[src/design/urbs_pkg.sv]
// ----------------------------------------------------------------------------
// urbs_pkg
// Shared constants, types and control structs of the retry back-off selector.
// ----------------------------------------------------------------------------
package urbs_pkg;

    localparam int MAX_SERVERS = 8;
    localparam int IDX_W       = 3;
    localparam int CNT_W       = 4;
    localparam int MODE_W      = 2;
    localparam int CREDIT_W    = 17;
    localparam int BACKOFF_W   = 16;

    localparam logic [CNT_W-1:0]     SERVER_COUNT_RESET = CNT_W'(1);
    localparam logic [CNT_W-1:0]     MAX_COUNT          = CNT_W'(MAX_SERVERS);
    localparam logic [CREDIT_W-1:0]  CREDIT_RESET       = CREDIT_W'(2);
    localparam logic [CREDIT_W-1:0]  CREDIT_ONE         = CREDIT_W'(1);
    localparam logic [CREDIT_W-1:0]  CREDIT_MIN         = {1'b1, {(CREDIT_W-1){1'b0}}};
    localparam logic [BACKOFF_W-1:0] BACKOFF_RESET      = BACKOFF_W'(1);
    localparam logic [BACKOFF_W-1:0] BACKOFF_MAX        = {BACKOFF_W{1'b1}};

    typedef enum logic [MODE_W-1:0] {
        MODE_PICK    = 2'd0,
        MODE_FAIL    = 2'd1,
        MODE_SUCCESS = 2'd2,
        MODE_NONE    = 2'd3
    } mode_t;

    typedef enum logic [2:0] {
        ST_IDLE,
        ST_INC,
        ST_SCAN,
        ST_FORCE,
        ST_FAIL,
        ST_REPORT
    } state_t;

    typedef struct packed {
        logic capture;
        logic inc_all;
        logic scan_step;
        logic pick_found;
        logic pick_force;
        logic fail_upd;
        logic report;
    } cmd_t;

    typedef struct packed {
        logic cfg_zero;
        logic scan_hit;
        logic scan_last;
        logic out_free;
    } status_t;

endpackage

[src/design/urbs_req_if.sv]
// ----------------------------------------------------------------------------
// urbs_req_if
// Request channel: mode and server index with valid/ready.
// ----------------------------------------------------------------------------
interface urbs_req_if;
    logic       valid;
    logic       ready;
    logic [1:0] mode;
    logic [2:0] server_index;

    modport source (output valid, output mode, output server_index, input ready);
    modport sink   (input valid, input mode, input server_index, output ready);
endinterface

[src/design/urbs_rsp_if.sv]
// ----------------------------------------------------------------------------
// urbs_rsp_if
// Result channel: chosen server and pick flags with valid/ready.
// ----------------------------------------------------------------------------
interface urbs_rsp_if;
    logic       valid;
    logic       ready;
    logic [2:0] chosen_server;
    logic       found;
    logic       by_least_backoff;

    modport source (output valid, output chosen_server, output found,
                    output by_least_backoff, input ready);
    modport sink   (input valid, input chosen_server, input found,
                    input by_least_backoff, output ready);
endinterface

[src/design/upstream_retry_backoff_selector.sv]
// ----------------------------------------------------------------------------
// upstream_retry_backoff_selector
// Picks an upstream server by round-robin retry credit, falls back to the
// least back-off server, and tracks failure and success reports.
// A pick scans the servers one per cycle from the pointer and loads the first
// credited server, or after a full scan the least back-off server; a report
// or an empty pick loads its result without a scan. A new request is taken
// the cycle after a result loads.
// Reset: credits 2, back-offs 1, pointer 0, server count 1, output empty.
// ----------------------------------------------------------------------------
module upstream_retry_backoff_selector (
    input  logic       clk,
    input  logic       rst_n,
    urbs_req_if.sink   req,
    urbs_rsp_if.source rsp,
    input  logic       cfg_we,
    input  logic [3:0] cfg_wdata
);
    import urbs_pkg::*;

    cmd_t    cmd;
    status_t st;

    urbs_ctrl u_ctrl (
        .clk      (clk),
        .rst_n    (rst_n),
        .in_valid (req.valid),
        .in_mode  (req.mode),
        .in_ready (req.ready),
        .st       (st),
        .cmd      (cmd)
    );

    urbs_datapath u_datapath (
        .clk        (clk),
        .rst_n      (rst_n),
        .cfg_we     (cfg_we),
        .cfg_wdata  (cfg_wdata),
        .in_mode    (req.mode),
        .in_index   (req.server_index),
        .cmd        (cmd),
        .st         (st),
        .out_valid  (rsp.valid),
        .out_ready  (rsp.ready),
        .out_server (rsp.chosen_server),
        .out_found  (rsp.found),
        .out_least  (rsp.by_least_backoff)
    );

endmodule

[src/design/urbs_ctrl.sv]
// ----------------------------------------------------------------------------
// urbs_ctrl
// Sequencer: accepts a request, steps the datapath through the credit
// refresh, round-robin scan, forced pick or report update.
// ----------------------------------------------------------------------------
module urbs_ctrl (
    input  logic              clk,
    input  logic              rst_n,
    input  logic              in_valid,
    input  logic [1:0]        in_mode,
    output logic              in_ready,
    input  urbs_pkg::status_t st,
    output urbs_pkg::cmd_t    cmd
);
    import urbs_pkg::*;

    state_t state_reg;
    state_t state_next;

    always_ff @(posedge clk or negedge rst_n)
    begin
        if (!rst_n)
        begin
            state_reg <= ST_IDLE;
        end
        else
        begin
            state_reg <= state_next;
        end
    end

    always_comb
    begin
        state_next = state_reg;
        cmd        = '0;
        in_ready   = 1'b0;
        case (state_reg)
            ST_IDLE:
            begin
                in_ready = 1'b1;
                if (in_valid)
                begin
                    cmd.capture = 1'b1;
                    case (mode_t'(in_mode))
                        MODE_PICK: state_next = st.cfg_zero ? ST_REPORT : ST_INC;
                        MODE_FAIL: state_next = ST_FAIL;
                        default:   state_next = ST_REPORT;
                    endcase
                end
            end
            ST_INC:
            begin
                cmd.inc_all = 1'b1;
                state_next  = ST_SCAN;
            end
            ST_SCAN:
            begin
                if (st.scan_hit)
                begin
                    if (st.out_free)
                    begin
                        cmd.pick_found = 1'b1;
                        state_next     = ST_IDLE;
                    end
                end
                else
                begin
                    cmd.scan_step = 1'b1;
                    if (st.scan_last)
                    begin
                        state_next = ST_FORCE;
                    end
                end
            end
            ST_FORCE:
            begin
                if (st.out_free)
                begin
                    cmd.pick_force = 1'b1;
                    state_next     = ST_IDLE;
                end
            end
            ST_FAIL:
            begin
                if (st.out_free)
                begin
                    cmd.fail_upd = 1'b1;
                    state_next   = ST_IDLE;
                end
            end
            ST_REPORT:
            begin
                if (st.out_free)
                begin
                    cmd.report = 1'b1;
                    state_next = ST_IDLE;
                end
            end
            default:
            begin
                state_next = ST_IDLE;
            end
        endcase
    end

    a_one_finish: assert property (@(posedge clk) disable iff (!rst_n)
        $onehot0({cmd.pick_found, cmd.pick_force, cmd.fail_upd, cmd.report}))
        else $error("more than one result load in a cycle");

    a_load_free: assert property (@(posedge clk) disable iff (!rst_n)
        (cmd.pick_found || cmd.pick_force || cmd.fail_upd || cmd.report) |-> st.out_free)
        else $error("result load while output register is full");

    a_force_after_scan: assert property (@(posedge clk) disable iff (!rst_n)
        (state_reg == ST_FORCE) |-> ($past(state_reg) == ST_SCAN || $past(state_reg) == ST_FORCE))
        else $error("forced pick without a finished scan");

endmodule

[src/design/urbs_datapath.sv]
// ----------------------------------------------------------------------------
// urbs_datapath
// Per-server credit and back-off storage, scan index and least back-off
// tracker, pointer, server count register and output register.
// ----------------------------------------------------------------------------
module urbs_datapath (
    input  logic                           clk,
    input  logic                           rst_n,
    input  logic                           cfg_we,
    input  logic [urbs_pkg::CNT_W-1:0]     cfg_wdata,
    input  logic [urbs_pkg::MODE_W-1:0]    in_mode,
    input  logic [urbs_pkg::IDX_W-1:0]     in_index,
    input  urbs_pkg::cmd_t                 cmd,
    output urbs_pkg::status_t              st,
    output logic                           out_valid,
    input  logic                           out_ready,
    output logic [urbs_pkg::IDX_W-1:0]     out_server,
    output logic                           out_found,
    output logic                           out_least
);
    import urbs_pkg::*;

    logic [CNT_W-1:0]     count_reg;
    logic [CNT_W-1:0]     n_reg;
    mode_t                mode_reg;
    logic [IDX_W-1:0]     idx_reg;
    logic [IDX_W-1:0]     ptr_reg;
    logic [IDX_W-1:0]     ptr_next;
    logic [IDX_W-1:0]     scan_idx_reg;
    logic [IDX_W-1:0]     scan_cnt_reg;
    logic [IDX_W-1:0]     best_idx_reg;
    logic [BACKOFF_W-1:0] best_val_reg;
    logic [CREDIT_W-1:0]  credit_reg [MAX_SERVERS];
    logic [CREDIT_W-1:0]  credit_next [MAX_SERVERS];
    logic [BACKOFF_W-1:0] backoff_reg [MAX_SERVERS];
    logic [BACKOFF_W-1:0] backoff_next [MAX_SERVERS];
    logic                 out_valid_reg;
    logic [IDX_W-1:0]     out_server_reg;
    logic                 out_found_reg;
    logic                 out_least_reg;
    logic                 out_load;
    logic [IDX_W-1:0]     res_server;
    logic                 res_found;
    logic                 res_least;

    logic [CNT_W-1:0]     n_active;
    logic [CREDIT_W-1:0]  scan_credit;
    logic [BACKOFF_W-1:0] scan_backoff;
    logic [CNT_W-1:0]     scan_idx_inc;
    logic [CNT_W-1:0]     ptr_inc;
    logic [CNT_W-1:0]     cnt_inc;
    logic                 better;
    logic [CREDIT_W-1:0]  fail_dec;
    logic [BACKOFF_W:0]   fail_dbl;
    logic [BACKOFF_W-1:0] fail_bsat;

    assign n_active     = (count_reg > MAX_COUNT) ? MAX_COUNT : count_reg;
    assign scan_credit  = credit_reg[scan_idx_reg];
    assign scan_backoff = backoff_reg[scan_idx_reg];
    assign scan_idx_inc = {1'b0, scan_idx_reg} + CNT_W'(1);
    assign ptr_inc      = {1'b0, ptr_reg} + CNT_W'(1);
    assign cnt_inc      = {1'b0, scan_cnt_reg} + CNT_W'(1);
    assign better       = (scan_backoff < best_val_reg) ||
                          ((scan_backoff == best_val_reg) && (scan_idx_reg < best_idx_reg));

    assign fail_dec  = (credit_reg[idx_reg] != CREDIT_MIN) ?
                       credit_reg[idx_reg] - CREDIT_W'(1) : credit_reg[idx_reg];
    assign fail_dbl  = {backoff_reg[idx_reg], 1'b0};
    assign fail_bsat = fail_dbl[BACKOFF_W] ? BACKOFF_MAX : fail_dbl[BACKOFF_W-1:0];

    assign st.cfg_zero  = (n_active == '0);
    assign st.scan_hit  = !scan_credit[CREDIT_W-1] && (scan_credit != '0);
    assign st.scan_last = (cnt_inc == n_reg);
    assign st.out_free  = !out_valid_reg || out_ready;

    always_ff @(posedge clk or negedge rst_n)
    begin
        if (!rst_n)
        begin
            count_reg <= SERVER_COUNT_RESET;
        end
        else if (cfg_we)
        begin
            count_reg <= cfg_wdata;
        end
    end

    always_ff @(posedge clk)
    begin
        if (cmd.capture)
        begin
            mode_reg <= mode_t'(in_mode);
            idx_reg  <= in_index;
            n_reg    <= n_active;
        end
        if (cmd.inc_all)
        begin
            scan_idx_reg <= ({1'b0, ptr_reg} < n_reg) ? ptr_reg : '0;
            scan_cnt_reg <= '0;
            best_idx_reg <= IDX_W'(MAX_SERVERS - 1);
            best_val_reg <= BACKOFF_MAX;
        end
        else if (cmd.scan_step)
        begin
            scan_idx_reg <= (scan_idx_inc >= n_reg) ? '0 : scan_idx_inc[IDX_W-1:0];
            scan_cnt_reg <= cnt_inc[IDX_W-1:0];
            if (better)
            begin
                best_idx_reg <= scan_idx_reg;
                best_val_reg <= scan_backoff;
            end
        end
    end

    always_comb
    begin
        for (int i = 0; i < MAX_SERVERS; i++)
        begin
            credit_next[i]  = credit_reg[i];
            backoff_next[i] = backoff_reg[i];
            if (cmd.inc_all && (CNT_W'(i) < n_reg) &&
                (credit_reg[i][CREDIT_W-1] || (credit_reg[i] == '0)))
            begin
                credit_next[i] = credit_reg[i] + CREDIT_W'(1);
            end
        end
        if (cmd.pick_force)
        begin
            credit_next[best_idx_reg] = CREDIT_ONE;
            if (backoff_reg[best_idx_reg] != BACKOFF_MAX)
            begin
                backoff_next[best_idx_reg] = backoff_reg[best_idx_reg] + BACKOFF_W'(1);
            end
        end
        if (cmd.fail_upd)
        begin
            if (fail_dec == '0)
            begin
                backoff_next[idx_reg] = fail_bsat;
                credit_next[idx_reg]  = CREDIT_W'(0) - {1'b0, fail_bsat};
            end
            else
            begin
                credit_next[idx_reg] = fail_dec;
            end
        end
    end

    always_ff @(posedge clk or negedge rst_n)
    begin
        if (!rst_n)
        begin
            for (int i = 0; i < MAX_SERVERS; i++)
            begin
                credit_reg[i]  <= CREDIT_RESET;
                backoff_reg[i] <= BACKOFF_RESET;
            end
            ptr_reg <= '0;
        end
        else
        begin
            for (int i = 0; i < MAX_SERVERS; i++)
            begin
                credit_reg[i]  <= credit_next[i];
                backoff_reg[i] <= backoff_next[i];
            end
            ptr_reg <= ptr_next;
        end
    end

    always_comb
    begin
        ptr_next   = ptr_reg;
        out_load   = 1'b0;
        res_server = '0;
        res_found  = 1'b0;
        res_least  = 1'b0;
        if (cmd.pick_found)
        begin
            out_load   = 1'b1;
            ptr_next   = scan_idx_reg;
            res_server = scan_idx_reg;
            res_found  = 1'b1;
        end
        else if (cmd.pick_force)
        begin
            out_load   = 1'b1;
            ptr_next   = best_idx_reg;
            res_server = best_idx_reg;
            res_found  = 1'b1;
            res_least  = 1'b1;
        end
        else if (cmd.fail_upd)
        begin
            out_load   = 1'b1;
            ptr_next   = (ptr_inc >= n_reg) ? '0 : ptr_inc[IDX_W-1:0];
            res_server = ptr_next;
        end
        else if (cmd.report)
        begin
            out_load = 1'b1;
            case (mode_reg)
                MODE_SUCCESS: ptr_next   = '0;
                MODE_NONE:    res_server = ptr_reg;
                default:      res_server = '0;
            endcase
        end
    end

    always_ff @(posedge clk or negedge rst_n)
    begin
        if (!rst_n)
        begin
            out_valid_reg <= 1'b0;
        end
        else if (out_load)
        begin
            out_valid_reg <= 1'b1;
        end
        else if (out_ready)
        begin
            out_valid_reg <= 1'b0;
        end
    end

    always_ff @(posedge clk)
    begin
        if (out_load)
        begin
            out_server_reg <= res_server;
            out_found_reg  <= res_found;
            out_least_reg  <= res_least;
        end
    end

    assign out_valid  = out_valid_reg;
    assign out_server = out_server_reg;
    assign out_found  = out_found_reg;
    assign out_least  = out_least_reg;

    a_force_credit: assert property (@(posedge clk) disable iff (!rst_n)
        cmd.pick_force |=> (credit_reg[$past(best_idx_reg)] == CREDIT_ONE))
        else $error("forced server credit not set to one");

    a_scan_bound: assert property (@(posedge clk) disable iff (!rst_n)
        cmd.scan_step |-> ({1'b0, scan_cnt_reg} < n_reg && {1'b0, scan_idx_reg} < n_reg))
        else $error("scan ran past the server count");

    a_pick_ptr: assert property (@(posedge clk) disable iff (!rst_n)
        (cmd.pick_found || cmd.pick_force) |=> ({1'b0, ptr_reg} < n_reg))
        else $error("pointer outside active servers after a pick");

endmodule

[src/flat_wrapper.sv]
// flat-port wrapper written by rule: the top's interface ports become plain ports
module upstream_retry_backoff_selector_flat import urbs_pkg::*;
  (clk, rst_n, cfg_we, cfg_wdata, req_valid, req_mode, req_server_index, req_ready, rsp_valid, rsp_chosen_server, rsp_found, rsp_by_least_backoff, rsp_ready);
  urbs_req_if req_i ();
  urbs_rsp_if rsp_i ();
  input  logic clk;
  input  logic rst_n;
  input  logic cfg_we;
  input  logic [3:0] cfg_wdata;
  input wire logic [$bits(req_i.valid)-1:0] req_valid;
  input wire logic [$bits(req_i.mode)-1:0] req_mode;
  input wire logic [$bits(req_i.server_index)-1:0] req_server_index;
  output wire logic [$bits(req_i.ready)-1:0] req_ready;
  output wire logic [$bits(rsp_i.valid)-1:0] rsp_valid;
  output wire logic [$bits(rsp_i.chosen_server)-1:0] rsp_chosen_server;
  output wire logic [$bits(rsp_i.found)-1:0] rsp_found;
  output wire logic [$bits(rsp_i.by_least_backoff)-1:0] rsp_by_least_backoff;
  input wire logic [$bits(rsp_i.ready)-1:0] rsp_ready;
  assign req_i.valid = req_valid;
  assign req_i.mode = req_mode;
  assign req_i.server_index = req_server_index;
  assign req_ready = req_i.ready;
  assign rsp_valid = rsp_i.valid;
  assign rsp_chosen_server = rsp_i.chosen_server;
  assign rsp_found = rsp_i.found;
  assign rsp_by_least_backoff = rsp_i.by_least_backoff;
  assign rsp_i.ready = rsp_ready;
  upstream_retry_backoff_selector u_core (.clk(clk), .rst_n(rst_n), .req(req_i), .rsp(rsp_i), .cfg_we(cfg_we), .cfg_wdata(cfg_wdata));
endmodule
[config.mk]
export PLATFORM = sky130hd
export DESIGN_NAME = upstream_retry_backoff_selector_flat
export DESIGN_NICKNAME = d
export VERILOG_FILES = /design/src/design/urbs_pkg.sv /design/src/design/urbs_req_if.sv /design/src/design/urbs_rsp_if.sv /design/src/design/upstream_retry_backoff_selector.sv /design/src/design/urbs_ctrl.sv /design/src/design/urbs_datapath.sv /design/src/flat_wrapper.sv
export SDC_FILE = /design/constraint.sdc
export NUM_CORES = 1
export LEC_CHECK = 0
export ABC_AREA = 1
export BUFFER_PORTS_ARGS = -buffer_cell sky130_fd_sc_hd__clkbuf_2
export CORE_MARGIN = 3
export CORE_UTILIZATION = 59
export CTS_CLUSTER_DIAMETER = 100
export DETAILED_ROUTE_END_ITERATION = 10
export GPL_ROUTABILITY_DRIVEN = 0
export PLACE_DENSITY = 0.82
export SETUP_SLACK_MARGIN = 0.2
export SKIP_LAST_GASP = 1
export SYNTH_ARGS = -nofsm -noshare
export SYNTH_HDL_FRONTEND = slang
export SYNTH_SLANG_ARGS = --single-unit
[constraint.sdc]
create_clock -name clk -period 3.5 [get_ports clk]
set_clock_uncertainty 0.15 [all_clocks]
set_input_delay 0.35 -clock clk [delete_from_list [all_inputs] [get_ports clk]]
set_output_delay 0.35 -clock clk [all_outputs]
set_load 0.01 [all_outputs]
==> results of run 1 <==
## per-layer routing
metal | overflow | global-route usage [%]
met1 | 9 | 79.33
met3 | 10 | 75.24
met5 | 3 | 59.79
met4 | 48 | 74.30
met2 | 42 | 90.56
## what timing repair did
| action | in CTS |
|---|---|
| gates cloned | 17 |
| hold endpoints to repair | 78 |
| buffers inserted | 41 |
| pin swaps | 44 |
| setup endpoints to repair | 282 |
| hold buffers | 18 |
| resized for setup | 168 |
## cells in the mapped netlist (19+ instances only)
cell type	number	share of area, %
nor4_1	40	0.98
nand2_1	1303	19
clkbuf_1	76	1.1
nand4_1	75	1.8
o211ai_1	56	1.6
inv_1	625	9.1
nand3_1	490	9.6
dfxtp_1	22	1.7
ha_1	51	2.5
a21oi_1	175	3.4
dfrtp_1	258	25
xor2_1	49	1.7
buf_2	63	1.2
nor3_1	64	1.2
nand2_4	19	0.83
o21ai_0	280	5.5
nor2_1	268	3.9
o22ai_1	21	0.51
## cells by family after synthesis
logic type	after synthesis	synth area share, %
compound gates	612	13.22
fa+ha+maj	51	2.488
xor+xnor	58	1.981
simple gates	2311	38.96
buf+inv	811	12.69
mux	1	0.04391
flops	314	30.63
## metrics by stage
stage	area, µm²	setup TNS, ps	std cells	hold WS, ps
after CTS	31190	0	5021	8.742
after global placement	28490	-451.2	4882	229.3
after floorplan	25740	0	4158	-95.59
after detailed placement	28490	-15370	4882	227.5
==> flow_summary.json, run 1 <==
{
  "status": "did not finish",
  "stop_stage": "global routing",
  "tool.error": "[ERROR GRT-0232] Routing congestion too high. Check the congestion heatmap in the GUI.",
  "clkSinkCount": 314,
  "grt_use_total_pct": 80.37,
  "syn_nets": 4223,
  "clock_path_buffers": 3,
  "synthesis.area_mm2": 0.02564,
  "dp_hpwl_mm": 72.25,
  "synth.distinct_cells": 51,
  "overflow": 112,
  "die_h_um": 214.5,
  "ys.flop_type": "dfrtp_1",
  "ys_seq_area_share_pct": 30.63,
  "io_buffer_count": 20,
  "cts_max_level": 2,
  "grt-worst-endpoint": "u_core.u_datapath.credit_reg[18]$_DFF_PN1_/D",
  "synthCells": 4158,
  "grt_max_degree": 85,
  "ys_ff_latch": 314,
  "synth_edf_count": 17,
  "num_io_pins": 21,
  "avgSynthCellArea_um2": 6.168,
  "num_rows": 75,
  "root_buffer": "clkbuf_16",
  "yosys_warnings": 0,
  "worst-ep-kind": "sequential cell input",
  "start_util_pct": 60.46,
  "antenna_found_initial": 17,
  "numCtsBuffers": 37,
  "place_ws_ps": -132.4,
  "die_x_um": 214.5,
  "ys_async_sr_fraction_pct": 87.58
}
==> run 2: changes to the inputs <==
- CORE_UTILIZATION: 59 -> 40
- CTS_CLUSTER_DIAMETER: 100 -> default
- PLACE_DENSITY: 0.82 -> default
- PLACE_DENSITY_LB_ADDON: default -> 0.15
- SETUP_SLACK_MARGIN: 0.2 -> default
- clock period: 3.5 -> 4.5 ns (I/O delays scaled with it)
==> run 2 against run 1 <==
Compared with the run above: the run now ends clean; synthesized cell count stayed put; synthesized area is the same.
==> flow_summary.json, run 2 <==
{
  "finalMaxSlewViolations": 0,
  "num_rows": 92,
  "fin_tns_setup_ps": 0,
  "p_leak_nw": 15.07,
  "overflow": 0,
  "die_x_um": 259.2,
  "powerDensity_mw_per_mm2": 700.1,
  "io_buffer_count": 20,
  "worstPathCellList": "buf_4 -> buf_6 -> nand2_1 -> nand3_1 -> nand2_1 -> nor2_1 -> nand2_1 -> nor2_2 -> nand2_2 -> nor2_4 -> nand2_4 -> nand2_1 -> nand2_1 -> nor2_1 -> inv_1 -> nor2_2 -> nand2_1 -> buf_4 -> nand2_1 -> buf_4 -> nand3_1 -> nand2_1",
  "yosys_warnings": 0,
  "maxCapViolCount": 0,
  "synth.distinct_cells": 51,
  "synth.most_common_cell": "nand2_1",
  "period_share_pct": 92.20,
  "syn_nets": 4223,
  "antenna_found_initial": 1,
  "drt_iter0_markers": 3724,
  "wire_per_inst_um": 21.72,
  "synth_common_cells": "1303 x nand2_1, 625 x inv_1, 490 x nand3_1",
  "critical_path_buf_inv_count": 5,
  "routed-via-count": 28460,
  "synth-adder-area-share_pct": 2.488,
  "nFillCells": 6722,
  "wl_mm": 110.4,
  "nNetsFinal": 4269,
  "final_common_cell": "nand2_1",
  "avgSynthCellArea_um2": 6.168,
  "hold_path.class": "input port to flip-flop",
  "grt_max_degree": 101,
  "clkLatencyLatePin_ps": 610,
  "status": "complete, no violations",
  "synth_area_leaders": "dfrtp_1 25%, nand2_1 19%, nand3_1 9.6%",
  "finalPower_w": 0.02020,
  "muxShareOfSynthArea_pct": 0.04391,
  "post-route-drc-count": 0,
  "postRouteAntennaNets": 0,
  "crit_family": "simple AND/OR/NAND/NOR gates",
  "ys_seq_area_share_pct": 30.63,
  "synth_xor_area_share_pct": 1.981,
  "worst_pin_slew_ps": 1033,
  "place_ws_ps": 285.1,
  "clkSinkCount": 314,
  "arrival_ps": 4520,
  "path_max_fanout": 39,
  "synth_top_cell_area_share_pct": 25.18,
  "layout_common_cells": "1303 x nand2_1, 624 x inv_1, 490 x nand3_1",
  "root_buffer": "clkbuf_16",
  "synth_top_family_by_area": "simple AND/OR/NAND/NOR gates",
  "rsz0062_at_grt": "no",
  "area_growth_pct": 12.52,
  "num_io_pins": 21,
  "synth_edf_count": 17,
  "vdd_drop_max_mv": 0.3528,
  "synth_compound_area_share_pct": 13.22,
  "diodes": 0,
  "synthSimpleGateAreaFrac_pct": 38.96,
  "end_kind": "flip-flop",
  "clk_pin_slew_ps": 60,
  "core-area_mm2": 0.06320,
  "crit_required_ps": 4870,
  "largest_reg_flops": 136,
  "cts_max_level": 2,
  "ys_ff_latch": 314,
  "path_class": "flip-flop to flip-flop",
  "critical_path.slowest_cell": "edfxtp_1",
  "drive_above_1_share_pct": 7.857,
  "synthesis.area_mm2": 0.02564,
  "numCtsBuffers": 43,
  "finalHoldViolCount": 0,
  "synth_top_area_cell": "dfrtp_1",
  "clock_path_buffers": 3,
  "start_util_pct": 40.58,
  "dp_hpwl_mm": 77.41,
  "viasPerCell": 5.598,
  "max_stage_delay_ps": 480,
  "synthCells": 4158,
  "grt_use_total_pct": 32.16,
  "layout_setup_ws_ps": 351.1,
  "grt_pass1_wl_mm": 164.8,
  "crit_path_start_kind": "flip-flop",
  "path_common_cell": "nand2_1",
  "die_area_mm2": 0.06718,
  "first_pass_iters": 9,
  "cts_tree": "done",
  "first_global_vias": 26120,
  "fin_crit_ps": 4149,
  "fmax_ghz": 0.2410,
  "setup_violations": 0,
  "die_h_um": 259.2,
  "ys_async_sr_fraction_pct": 87.58,
  "relSlewSlack_pct": 30.81,
  "ys.flop_type": "dfrtp_1"
}
[run 2: where the power goes]
group          internal (W)  total (W)  switching [W]
clock               0.00214    0.00358        0.00144
sequential          0.00400    0.00517        0.00117
combinational       0.00334     0.0115        0.00812
[run 2: what timing repair did]
| item | in CTS | in global routing |
|---|---|---|
| gates resized for setup | 0 | 6 |
| hold endpoints to repair | 101 | 0 |
| buffers inserted | 0 | 2 |
| endpoints found under the setup margin | 0 | 137 |
| hold buffers | 15 | 0 |
[run 2: final cells by class]
class                           instances  area, µm²  area share (%)
Multi-Input combinational cell       3033      14630           50.70
Sequential cell                       314       7855           27.22
Inverter                              636       2392           8.290
Timing Repair Buffer                  176       1466           5.082
Clock buffer                           68       1333           4.618
Tap cell                              846       1059           3.668
Clock inverter                         11      122.6          0.4249
[run 2: final timing paths]
path,cells past startpoint,endpoint,from,slack [ps]
hold / removal,2,u_core.u_datapath.count_reg[3],cfg_we,50
max in group asynchronous,3,u_core.u_datapath.backoff_reg[108],rst_n,2800
hold reg to reg,2,u_core.u_datapath.best_val_reg[1],u_core.u_datapath.best_val_reg[1],300
min in group asynchronous,2,u_core.u_datapath.count_reg[2],rst_n,350
setup / recovery,22,u_core.u_datapath.credit_reg[106],u_core.u_datapath.idx_reg[0],350
setup reg to reg,22,u_core.u_datapath.credit_reg[106],u_core.u_datapath.idx_reg[0],350
[run 2: cells by family (layout without fill, tap and decap cells)]
kind of cell | count (synthesis) | in the layout
AO/OA/AOI/OAI | 612 | 612
XOR/XNOR | 58 | 58
adder cells (fa/ha/maj) | 51 | 51
buffers and inverters | 811 | 891
flip-flops | 314 | 314
multiplexers | 1 | 1
AND/OR/NAND/NOR | 2311 | 2311
[run 2: metrics by stage]
step,util [%],hold slack [ps],instances,instance area (µm²)
final,45.66,54.95,5084,28860
after global routing,45.66,70.03,5084,28860
after CTS,45.48,33.57,5079,28740
after detailed placement,42.94,292.4,4985,27140
after global placement,42.94,289.3,4985,27140
after floorplan,-,4.409,4158,25640
[run 2: metal layers]
layer	routed length, µm	vias up	GRT usage (%)
met2	47010	1550	48.67
li1	-	13500	-
met3	10360	360	4.897
met4	7327	2	18.09
met1	45730	13040	43.79
met5	14	-	0
(Power assumes the default switching activity.)
==> run 3: changes to the inputs <==
- CORE_ASPECT_RATIO: default -> 1.2
- HOLD_SLACK_MARGIN: default -> 0.12
- clock period: 4.5 -> 4.22 ns (I/O delays scaled with it)
==> run 3 against run 2 <==
Compared with the run above: sequential share of layout area decreased by 0.23 points; critical path depth decreased by 2; final cell count hardly changed; via count fell by 0.13%; count of clock-buffer cells in the layout fell by 8; non-clock buffer count is 29 higher; routed wire length down 0.62%; largest power group unchanged.
==> flow_summary.json, run 3 (same netlist as run 2, synthesis figures left out) <==
{
  "fmax_ghz": 0.2410,
  "postRouteAntennaNets": 0,
  "switching_share_pct": 53.05,
  "p_int_w": 0.01005,
  "io_buffer_count": 20,
  "p_comb_share_pct": 57.7,
  "finalMaxSlewViolations": 0,
  "overflow": 0,
  "diodes": 0,
  "viasPerCell": 5.587,
  "crit_family": "simple AND/OR/NAND/NOR gates",
  "layout_setup_ws_ps": 71.06,
  "nNetsFinal": 4296,
  "end_kind": "flip-flop",
  "wl_mm": 109.8,
  "dp_hpwl_mm": 78.49,
  "clkSinkCount": 314,
  "grt_pass1_wl_mm": 164.5,
  "num_rows": 101,
  "p_seq_share_pct": 25.5,
  "routed-via-count": 28420,
  "fin_crit_ps": 4149,
  "worstPathCellList": "buf_12 -> buf_4 -> nand2_1 -> nand3_1 -> nand2_1 -> nor2_1 -> nand2_1 -> nor2_2 -> nand2_1 -> nor2_4 -> nand2_8 -> nand2_1 -> nand2_1 -> nor2_1 -> inv_1 -> nor2_2 -> buf_12 -> nand3_2 -> nand3_1 -> nand2_1",
  "layout_common_cells": "1298 x nand2_1, 623 x inv_1, 490 x nand3_1",
  "arrival_ps": 4450,
  "die_h_um": 283.4,
  "relSlewSlack_pct": 30.44,
  "path_class": "flip-flop to flip-flop",
  "first_global_vias": 26530,
  "rsz0062_at_grt": "yes",
  "drt_iter0_markers": 3357,
  "critical_path.slowest_cell": "edfxtp_1",
  "powerDensity_mw_per_mm2": 735.7,
  "die_area_mm2": 0.06720,
  "worst_pin_slew_ps": 1038,
  "area_growth_pct": 13.49,
  "post-route-drc-count": 0,
  "maxCapViolCount": 0,
  "hold_path.class": "input port to async pin",
  "max_stage_delay_ps": 540,
  "critical_path_buf_inv_count": 4,
  "place_ws_ps": 22.43,
  "final_common_cell": "nand2_1",
  "worst_hold_slack_ps": 291.2,
  "period_share_pct": 98.32,
  "clkLatencyLatePin_ps": 590,
  "start_util_pct": 40.42,
  "root_buffer": "clkbuf_16",
  "grt_max_degree": 94,
  "wire_per_inst_um": 21.57,
  "num_io_pins": 21,
  "crit_path_start_kind": "flip-flop",
  "vdd_drop_max_mv": 0.3268,
  "clk_pin_slew_ps": 60,
  "first_pass_iters": 8,
  "antenna_found_initial": 0,
  "clock_power_share_pct": 16.8,
  "clock_path_buffers": 3,
  "cts_tree": "done",
  "path_common_cell": "nand2_1",
  "path_max_fanout": 28,
  "finalHoldViolCount": 0,
  "drive_above_1_share_pct": 8.492,
  "die_x_um": 237.1,
  "grt_use_total_pct": 31.85,
  "cts_max_level": 2,
  "switching_power_w": 0.01136,
  "largest_reg_flops": 136,
  "core-area_mm2": 0.06344,
  "crit_required_ps": 4530,
  "status": "complete, no violations",
  "numCtsBuffers": 41,
  "p_leak_nw": 15.22,
  "setup_violations": 0
}
run 3: changes by cell type in the layout (fill, tap and decap cells not counted), sizes merged:
cell,previous run,this run
buf,139,163
clkbuf,90,81
clkinv,10,15
dlygate4sd3,15,20
bufbuf,0,1
inv,634,633
run 3: final cells by class:
type                    instances  area, µm²
fillers                      6850      34340
multi-input cells            3033      14680
flip-flops and latches        314       7855
inverters                     636       2399
repair buffers                205       1810
clock buffers                  60       1200
well taps                     824       1031
clock inverters                15      131.4
run 3: final timing paths:
path | start | end | slack [ps] | depth (start not counted)
max | u_core.u_datapath.idx_reg[0] | u_core.u_datapath.credit_reg[92] | 70 | 20
min | rst_n | u_core.u_datapath.credit_reg[49] | 290 | 2
max reg2reg | u_core.u_datapath.idx_reg[0] | u_core.u_datapath.credit_reg[92] | 70 | 20
min reg2reg | u_core.u_datapath.best_val_reg[4] | u_core.u_datapath.best_val_reg[4] | 300 | 2
max in group asynchronous | rst_n | u_core.u_datapath.credit_reg[98] | 2490 | 3
min in group clk | u_core.u_datapath.best_val_reg[4] | u_core.u_datapath.best_val_reg[4] | 300 | 2
run 3: power groups by stage:
stage / clock [W] / combinational, W / sequential (W)
2_1_floorplan: 0 / 0.00768 / 0.00506
3_3_place_gp: 0 / 0.0119 / 0.00545
3_5_place_dp: 0 / 0.0119 / 0.00544
4_1_cts: 0.00365 / 0.0120 / 0.00541
5_1_grt: 0.00376 / 0.0135 / 0.00560
6_report: 0.00361 / 0.0123 / 0.00546
run 3: metal layers:
metal  GRT usage, %  share of wire [%]
met4          18.40                7.2
met2          50.99                 45
met1          41.14                 40
met5              0                  0
met3          4.559                7.8
run 3: per-stage QoR:
step | instances | instance area (µm²) | util [%] | power [W] | setup TNS, ps
after CTS | 5079 | 28890 | 45.54 | 0.02105 | 0
after global routing | 5087 | 29100 | 45.88 | 0.02291 | -1083
after global placement | 4983 | 27330 | 43.07 | 0.01734 | 0
after floorplan | 4158 | 25640 | - | 0.01275 | 0
after detailed placement | 4983 | 27330 | 43.07 | 0.01736 | 0
final | 5087 | 29100 | 45.88 | 0.02141 | 0
run 3: timing repair:
action,4_1_cts,5_1_grt
setup buffers,0,6
pin swaps,0,2
endpoints found under the hold margin,89,0
gates cloned,1,2
endpoints found under the setup margin,2,261
resized for setup,0,29
hold buffers,20,0
